===== config.mk =====
export PLATFORM = sky130hd
export DESIGN_NAME = psi_section_assembler
export DESIGN_NICKNAME = d
export VERILOG_FILES = /design/src/hdl/psa_pkg.sv /design/src/hdl/psi_section_assembler.sv /design/src/hdl/psa_in_reg.sv /design/src/hdl/psa_engine.sv
export SDC_FILE = /design/constraint.sdc
export NUM_CORES = 1
export LEC_CHECK = 0
export BUFFER_PORTS_ARGS = -buffer_cell sky130_fd_sc_hd__buf_4
export CAP_MARGIN = 20
export CORE_ASPECT_RATIO = 2
export CORE_MARGIN = 2
export CORE_UTILIZATION = 56
export DETAILED_ROUTE_END_ITERATION = 8
export GPL_TIMING_DRIVEN = 0
export HOLD_SLACK_MARGIN = 0.06
export MAX_ROUTING_LAYER = met4
export PLACE_DENSITY = 0.8
export SETUP_SLACK_MARGIN = 0.4
export SYNTH_ARGS = -nofsm -noshare
export SYNTH_HDL_FRONTEND = slang
export SYNTH_SLANG_ARGS = --single-unit
export TNS_END_PERCENT = 100

===== constraint.sdc =====
create_clock -name clock -period 7.21 [get_ports clock]
set_input_delay 0 -clock clock [delete_from_list [all_inputs] [get_ports clock]]
set_output_delay 0 -clock clock [all_outputs]
set_load 0.03 [all_outputs]

===== src/hdl/psa_pkg.sv =====
// Shared types, constants and the byte-wide CRC-32 step for the PSI section assembler.
// No dependencies; every other file in hdl/ imports this package.
package psa_pkg;

   localparam int unsigned CNT_W = 13;
   localparam int unsigned LEN_W = 12;
   localparam int unsigned HDR_BYTES = 8;
   localparam int unsigned HDR_IDX_W = $clog2(HDR_BYTES);

   localparam logic [CNT_W-1:0] HDR_PREFIX = CNT_W'(3);
   localparam logic [CNT_W-1:0] LEN_BYTE_POS = CNT_W'(2);
   localparam logic [CNT_W-1:0] HDR_FULL_CNT = CNT_W'(HDR_BYTES);

   localparam logic [LEN_W-1:0] MIN_LEN_SYNTAX = LEN_W'(9);
   localparam logic [LEN_W-1:0] MIN_LEN_PLAIN = LEN_W'(4);

   localparam logic [7:0] TID_CRC_A = 8'h73;
   localparam logic [7:0] TID_CRC_B = 8'hC5;
   localparam logic [7:0] TID_CRC_C = 8'hCD;

   localparam logic [31:0] CRC_POLY = 32'h04C1_1DB7;
   localparam logic [31:0] CRC_INIT = 32'hFFFF_FFFF;

   typedef struct packed {
      logic        valid;
      logic [7:0]  data_byte;
      logic        section_start;
   } in_item_type;

   typedef struct packed {
      logic [7:0]  tid;
      logic        syn;
      logic        priv;
      logic [15:0] ext;
      logic [4:0]  ver;
      logic        cni;
      logic [7:0]  secno;
      logic [7:0]  lastno;
   } hdr_type;

   localparam hdr_type HDR_RESET = '{
      tid: 8'h00, syn: 1'b1, priv: 1'b1, ext: 16'h0000,
      ver: 5'd0, cni: 1'b1, secno: 8'hFF, lastno: 8'hFF
   };

   typedef struct packed {
      logic             consumed;
      logic             complete;
      logic             valid_res;
      logic [7:0]       tbl_id;
      logic             syntax_flag;
      logic             private_flag;
      logic [LEN_W-1:0] sect_len;
      logic [15:0]      tbl_id_ext;
      logic [4:0]       ver_num;
      logic             current_next;
      logic [7:0]       section_number;
      logic [7:0]       last_section_number;
   } rsp_type;

   // MSB-first CRC-32 update over one byte, no reflection
   function automatic logic [31:0] crc_byte(input logic [31:0] crc, input logic [7:0] b);
      logic [31:0] c;
      c = crc ^ {b, 24'h000000};
      for (int i = 0; i < 8; i++) begin
         if (c[31]) begin
            c = {c[30:0], 1'b0} ^ CRC_POLY;
         end else begin
            c = {c[30:0], 1'b0};
         end
      end
      return c;
   endfunction

endpackage


===== src/hdl/psi_section_assembler.sv =====
// Top level of the MPEG-2 PSI section assembler with CRC-32 check.
// Depends on psa_pkg, psa_in_reg and psa_engine.
//
//   channel   direction  handshake             payload
//   req_      in         req_valid/req_stall   data_byte, section_start
//   rsp_      out        rsp_valid/rsp_stall   consumed ... last_section_number
//
// One item per clock cycle sustained while results are not stalled; an item
// passes the input register, then the result register. The byte-wide CRC-32
// update plus the completion compare both lie between the input register and
// the result register. Reset is synchronous and active high and empties both registers.
// A stalled result holds in the result register while the input register can still
// take an item if it is empty; req_stall is high while it holds one.
module psi_section_assembler
   import psa_pkg::*;
(
   input  logic             clock,
   input  logic             reset,

   input  logic             req_valid,
   output logic             req_stall,
   input  logic [7:0]       req_data_byte,
   input  logic             req_section_start,

   output logic             rsp_valid,
   input  logic             rsp_stall,
   output logic             rsp_consumed,
   output logic             rsp_complete,
   output logic             rsp_valid_res,
   output logic [7:0]       rsp_tbl_id,
   output logic             rsp_syntax_flag,
   output logic             rsp_private_flag,
   output logic [LEN_W-1:0] rsp_sect_len,
   output logic [15:0]      rsp_tbl_id_ext,
   output logic [4:0]       rsp_ver_num,
   output logic             rsp_current_next,
   output logic [7:0]       rsp_section_number,
   output logic [7:0]       rsp_last_section_number
);

   in_item_type item;
   rsp_type     rsp_in;
   rsp_type     rsp_ff;
   logic        rsp_valid_ff;
   logic        rsp_valid_in;
   logic        advance;

   // advance the pipe whenever the result register is empty or being taken
   assign advance = !rsp_valid_ff || !rsp_stall;

   psa_in_reg u_in_reg (
      .clock             (clock),
      .reset             (reset),
      .req_valid         (req_valid),
      .req_stall         (req_stall),
      .req_data_byte     (req_data_byte),
      .req_section_start (req_section_start),
      .advance           (advance),
      .item              (item)
   );

   psa_engine u_engine (
      .clock   (clock),
      .reset   (reset),
      .item    (item),
      .advance (advance),
      .rsp_in  (rsp_in)
   );

   // hold the result while stalled, otherwise load whatever the step produced
   assign rsp_valid_in = advance ? item.valid : rsp_valid_ff;

   always_ff @(posedge clock) begin
      if (reset) begin
         rsp_valid_ff <= 1'b0;
      end else begin
         rsp_valid_ff <= rsp_valid_in;
      end
   end

   always_ff @(posedge clock) begin
      if (advance && item.valid) begin
         rsp_ff <= rsp_in;
      end
   end

   assign rsp_valid               = rsp_valid_ff;
   assign rsp_consumed            = rsp_ff.consumed;
   assign rsp_complete            = rsp_ff.complete;
   assign rsp_valid_res           = rsp_ff.valid_res;
   assign rsp_tbl_id              = rsp_ff.tbl_id;
   assign rsp_syntax_flag         = rsp_ff.syntax_flag;
   assign rsp_private_flag        = rsp_ff.private_flag;
   assign rsp_sect_len            = rsp_ff.sect_len;
   assign rsp_tbl_id_ext          = rsp_ff.tbl_id_ext;
   assign rsp_ver_num             = rsp_ff.ver_num;
   assign rsp_current_next        = rsp_ff.current_next;
   assign rsp_section_number      = rsp_ff.section_number;
   assign rsp_last_section_number = rsp_ff.last_section_number;

endmodule


===== src/hdl/psa_in_reg.sv =====
// Input register of the PSI section assembler: holds one request item.
// Depends on psa_pkg (in_item_type).
module psa_in_reg
   import psa_pkg::*;
(
   input  logic        clock,
   input  logic        reset,
   input  logic        req_valid,
   output logic        req_stall,
   input  logic [7:0]  req_data_byte,
   input  logic        req_section_start,
   input  logic        advance,
   output in_item_type item
);

   in_item_type item_ff;
   in_item_type item_in;
   logic        accept;

   assign req_stall = item_ff.valid && !advance;
   assign accept    = req_valid && !req_stall;

   always_comb begin
      item_in = item_ff;
      if (accept) begin
         item_in.valid         = 1'b1;
         item_in.data_byte     = req_data_byte;
         item_in.section_start = req_section_start;
      end else if (advance) begin
         item_in.valid = 1'b0;
      end
   end

   always_ff @(posedge clock) begin
      if (reset) begin
         item_ff.valid <= 1'b0;
      end else begin
         item_ff.valid <= item_in.valid;
      end
      item_ff.data_byte     <= item_in.data_byte;
      item_ff.section_start <= item_in.section_start;
   end

   assign item = item_ff;

endmodule


===== src/hdl/psa_engine.sv =====
// Section state and single-pass step logic: count, length, header bytes, CRC, commit, checks.
// Depends on psa_pkg (types, constants, crc_byte).
module psa_engine
   import psa_pkg::*;
(
   input  logic        clock,
   input  logic        reset,
   input  in_item_type item,
   input  logic        advance,
   output rsp_type     rsp_in
);

   logic [CNT_W-1:0] count_ff, count_in, cnt_e;
   logic [LEN_W-1:0] len_ff, len_in, len_e;
   logic [31:0]      crc_ff, crc_in, crc_e;
   logic [31:0]      last_ff, last_in, last_e;
   hdr_type          commit_ff, commit_in, commit_e;
   logic [7:0]       hdr_ff [HDR_BYTES];
   logic [7:0]       hdr_in [HDR_BYTES];

   logic fire;
   logic done_pre;
   logic take;
   logic done;
   logic crc_needed;
   logic [LEN_W-1:0] min_len;
   logic checks_ok;

   assign fire = item.valid && advance;

   always_comb begin
      // start clears the state before the byte is taken
      cnt_e    = item.section_start ? '0 : count_ff;
      len_e    = item.section_start ? '0 : len_ff;
      crc_e    = item.section_start ? CRC_INIT : crc_ff;
      last_e   = item.section_start ? '0 : last_ff;
      commit_e = item.section_start ? HDR_RESET : commit_ff;

      done_pre = cnt_e >= (HDR_PREFIX + CNT_W'(len_e));
      take     = (cnt_e < HDR_PREFIX) || !done_pre;

      hdr_in = hdr_ff;
      if (take && (cnt_e < HDR_FULL_CNT)) begin
         hdr_in[cnt_e[HDR_IDX_W-1:0]] = item.data_byte;
      end

      len_in   = len_e;
      crc_in   = crc_e;
      last_in  = last_e;
      count_in = cnt_e;
      if (take) begin
         if (cnt_e == LEN_BYTE_POS) begin
            len_in = {hdr_ff[1][3:0], item.data_byte};
         end
         crc_in   = crc_byte(crc_e, item.data_byte);
         last_in  = {last_e[23:0], item.data_byte};
         count_in = cnt_e + CNT_W'(1);
      end

      done = count_in >= (HDR_PREFIX + CNT_W'(len_in));

      commit_in = commit_e;
      if (take && done) begin
         commit_in.tid  = hdr_in[0];
         commit_in.syn  = hdr_in[1][7];
         commit_in.priv = hdr_in[1][6];
         if (hdr_in[1][7] && (count_in >= HDR_FULL_CNT)) begin
            commit_in.ext    = {hdr_in[3], hdr_in[4]};
            commit_in.ver    = hdr_in[5][5:1];
            commit_in.cni    = hdr_in[5][0];
            commit_in.secno  = hdr_in[6];
            commit_in.lastno = hdr_in[7];
         end
      end

      crc_needed = commit_in.syn || (commit_in.tid == TID_CRC_A)
                   || (commit_in.tid == TID_CRC_B) || (commit_in.tid == TID_CRC_C);
      min_len    = commit_in.syn ? MIN_LEN_SYNTAX : MIN_LEN_PLAIN;
      checks_ok  = !crc_needed || ((len_in >= min_len)
                   && ((crc_in == '0) || (last_in == '0) || (last_in == '1)));

      rsp_in.consumed            = take;
      rsp_in.complete            = done;
      rsp_in.valid_res           = done && checks_ok;
      rsp_in.tbl_id              = commit_in.tid;
      rsp_in.syntax_flag         = commit_in.syn;
      rsp_in.private_flag        = commit_in.priv;
      rsp_in.sect_len            = len_in;
      rsp_in.tbl_id_ext          = commit_in.ext;
      rsp_in.ver_num             = commit_in.ver;
      rsp_in.current_next        = commit_in.cni;
      rsp_in.section_number      = commit_in.secno;
      rsp_in.last_section_number = commit_in.lastno;
   end

   always_ff @(posedge clock) begin
      if (reset) begin
         count_ff  <= '0;
         len_ff    <= '0;
         crc_ff    <= CRC_INIT;
         last_ff   <= '0;
         commit_ff <= HDR_RESET;
      end else if (fire) begin
         count_ff  <= count_in;
         len_ff    <= len_in;
         crc_ff    <= crc_in;
         last_ff   <= last_in;
         commit_ff <= commit_in;
      end
   end

   always_ff @(posedge clock) begin
      if (fire) begin
         hdr_ff <= hdr_in;
      end
   end

`ifndef SYNTHESIS
   // count never runs past the end of the section
   a_count_bound: assert property (@(posedge clock) disable iff (reset)
      (count_ff >= HDR_PREFIX) |-> (count_ff <= HDR_PREFIX + CNT_W'(len_ff)))
      else $error("byte count beyond section end");

   // an ignored byte leaves the section state alone
   a_drop_holds: assert property (@(posedge clock) disable iff (reset)
      (fire && !take) |=> ($stable(count_ff) && $stable(crc_ff) && $stable(last_ff)))
      else $error("ignored byte changed section state");

   // length loads only from the third byte of a section
   a_len_load: assert property (@(posedge clock) disable iff (reset)
      (fire && !item.section_start && (count_ff != LEN_BYTE_POS)) |=> $stable(len_ff))
      else $error("section length changed outside byte two");
`endif

endmodule


==> impl_metrics.env <==
export IMPL_arrival_ps=8070
export IMPL_synthArstFlopShare=0
export IMPL_worstSetupEndpointType="flop"
export IMPL_fillerInstances=1756
export IMPL_ys_seq_area_frac=0.479
export IMPL_clock_skew_ps=24.0
export IMPL_setup_viol=1
export IMPL_yosysWarnings=0
export IMPL_maxCapViolations=0
export IMPL_required_ps=7480
export IMPL_fin_ws_ps=-585
export IMPL_synthFlopType="dfxtp_1"
export IMPL_min_path_type="in2reg"
export IMPL_wl_um=53500
export IMPL_maxClockFrequency_mhz=128
export IMPL_cts_tree="built"
export IMPL_worstSetupPathType="reg2reg"
export IMPL_reg2reg_depth=31
export IMPL_synth_cell_types=72
export IMPL_synth_area_leaders="edfxtp_1 (27%), dfxtp_1 (20%), mux2i_1 (6.5%)"
export IMPL_route_detailed_drc=0
export IMPL_max_vdd_ir_drop_mv=0.240
export IMPL_die_h_um=224
export IMPL_nets=1621
export IMPL_layout_area_seq_sq_um=6510
export IMPL_clk_path_buf_depth=3
export IMPL_cp_start_kind="flop"
export IMPL_antenna_found_initial=4
export IMPL_postSynthCellCount=1396
export IMPL_max_stage_delay_ps=580
export IMPL_dieWidth_um=114
export IMPL_design_die_area_sq_um=25600
export IMPL_io_pins=78
export IMPL_worstMarginPinSlew_ps=1170
export IMPL_critPathSlowestCell="o2111ai_1"
export IMPL_synth_area_per_cell_sq_um=9.73
export IMPL_path_common_cell="buf_12"
export IMPL_final_common_cell="nor2_1"
export IMPL_grt_max_degree=70
export IMPL_grt_usage=0.435
export IMPL_p_leak_nw=6.93
export IMPL_slew_violations=0
export IMPL_hold_violations=0
export IMPL_place_ws_ps=-1890
export IMPL_hpwl_um=35800
export IMPL_power_mw=4.09
export IMPL_syn_area_sq_um=13600
export IMPL_fin_cells=1884
export IMPL_layout_drive_gt1_share=0.206
export IMPL_h_tree_depth=1
export IMPL_synth_top_cell_area_share=0.274
export IMPL_rows=80
export IMPL_place_gp_congestion=1.04
export IMPL_drt_iter0_markers=1079
export IMPL_core_area_sq_um=23800
export IMPL_numCtsBuffers=24
export IMPL_finalCritPeriodShare=1.08
export IMPL_gr_total_overflow=0
export IMPL_reg2reg_to="rsp_valid_res$_DFFE_PP_"
export IMPL_clk_pin_slew_ps=70
export IMPL_outcome="finished, violations left"
export IMPL_clock_sinks=263
export IMPL_path_max_fanout=10
export IMPL_synthToLayoutAreaGrowth_pct=25.4
export IMPL_synth_seq_cells=263
export IMPL_post_dp_cell_area_sq_um=14700
export IMPL_final_cell_mix="nor2_1 (159), dfxtp_1 (139), edfxtp_1 (124)"
export IMPL_multi_input_area_sq_um=7000
export IMPL_vias_per_cell=6.51
export IMPL_violations="negative setup slack"
export IMPL_final_antenna_net_count=0
export IMPL_reg2reg_from="u_in_reg.item[0]$_DFFE_PP_"
export IMPL_grt_pass1_wl_um=78100
export IMPL_start_util=0.570
export IMPL_synth_edff_count=124
export IMPL_grt_pass1_vias=12540
export IMPL_min_period_ps=7790
export IMPL_final_util=0.715
export IMPL_r2r_setup_slack_ps=-580
export IMPL_worstSetupEndpoint="rsp_valid_res$_DFFE_PP_"
export IMPL_power_density_nw_per_um2=240
export IMPL_syn_num_nets=1441
export IMPL_root_buffer="clkbuf_16"
export IMPL_port_buffers=76
export IMPL_rsz0062_at_grt="yes"
export IMPL_drt_pass1_iterations=8
export IMPL_crit_start="u_in_reg.item[0]$_DFFE_PP_"
export IMPL_yosysTopAreaCell="edfxtp_1"
export IMPL_insertion_delay_ps=550
export IMPL_vias=12265
export IMPL_relSlewSlack=0.211
export IMPL_wl_per_cell_um=28.4
export IMPL_postLayoutCellArea_sq_um=17000
export IMPL_dp_cells=1760
-- worst min-delay path by stage --
stage	depth (start not counted)	from	end	slack [ps]
after floorplan	0	req_section_start	u_in_reg.item[0]$_DFFE_PP_	100
after global placement	1	req_data_byte[6]	u_in_reg.item[7]$_DFFE_PP_	180
after detailed placement	1	req_data_byte[5]	u_in_reg.item[6]$_DFFE_PP_	180
after CTS	3	reset	u_engine.crc_ff[12]$_SDFFE_PP1P_	110
after global routing	3	reset	u_engine.crc_ff[12]$_SDFFE_PP1P_	140
final	3	reset	u_engine.crc_ff[12]$_SDFFE_PP1P_	130
-- cells by family after synthesis --
logic type	Yosys count	synth area share
AOI/OAI and AO/OA	220	0.114
buffers and inverters	176	0.0510
DFF	263	0.479
muxes	103	0.0773
and+or+nand+nor	499	0.176
adders and majority gates	32	0.0295
xor gates and xnor gates	103	0.0732
-- cell usage after synthesis, drive strengths merged, types with 13 or more instances --
cell	n
o211ai	36
nor4	30
xor2	27
and3	31
mux2	15
xnor2	70
o2bb2ai	13
clkbuf	71
o21ai	24
nor2b	25
dfxtp	139
a21oi	55
mux2i	88
a211oi	17
edfxtp	124
buf	21
nor3	39
a22oi	18
nand4	23
nand2	126
nor2	165
inv	82
nand3	26
ha	32
-- worst max-delay path, delay by kind of cell, from the launching register on --
| family | cells | cell delay (ps) |
|---|---|---|
| AOI/OAI and AO/OA | 10 | 2770 |
| and+or+nand+nor | 8 | 1960 |
| buffers and inverters | 8 | 1170 |
| adders and majority gates | 2 | 620 |
| DFF | 1 | 420 |
| muxes | 1 | 330 |
| xor gates and xnor gates | 2 | 220 |
-- timing repair --
action	CTS	global route
endpoints found under the setup margin	98	97
hold endpoints to repair	20	0
buffers inserted	42	12
pin swaps	60	30
cloned	7	0
gates resized for setup	145	30
hold buffers	12	0
-- power breakdown --
group	total [mW]	internal, mW	switching, mW	leakage, nW
Clock	1.36	0.751	0.610	0.386
Combinational	1.02	0.389	0.627	4.29
Sequential	1.71	1.64	0.0651	2.26
-- flip-flops by register name, summed over array words and instances, names as in the netlist, 5 cells and up, named ones only --
name / cells
u_engine.len_ff: 12
rsp_tbl_id_ext: 16
u_engine.commit_ff: 48
rsp_last_section_number: 8
u_engine.crc_ff: 32
u_engine.last_ff: 32
u_engine.hdr_ff: 48
rsp_section_number: 8
rsp_ver_num: 5
u_in_reg.item: 10
u_engine.count_ff: 13
rsp_sect_len: 12
rsp_tbl_id: 8
-- layout make-up --
class	count	area share
clock inverter	15	0.0104
timing repair buffer	154	0.0815
clock buffer	29	0.0376
sequential	263	0.382
inverter	84	0.0195
tap	287	0.0211
antenna	3	0.000441
multi-input combinational	957	0.411
buffer	92	0.0364
-- per-layer routing --
layer | vias to the layer above | GRT usage | share of wire
met1 | 5811 | 0.389 | 0.29
met2 | 725 | 0.714 | 0.50
met3 | 397 | 0.124 | 0.085
met4 | 0 | 0.419 | 0.12
met5 | - | - | 0
li1 | 5332 | - | -
-- per-stage QoR --
stage               setup TNS (ps)  hold WS, ps
global route                 -2260          141
finish                        -585          128
CTS                           -351          109
global placement            -95020          179
floorplan                        0         98.9
detailed placement          -89790          179
No activity file was read; power rests on OpenSTA's default activity.
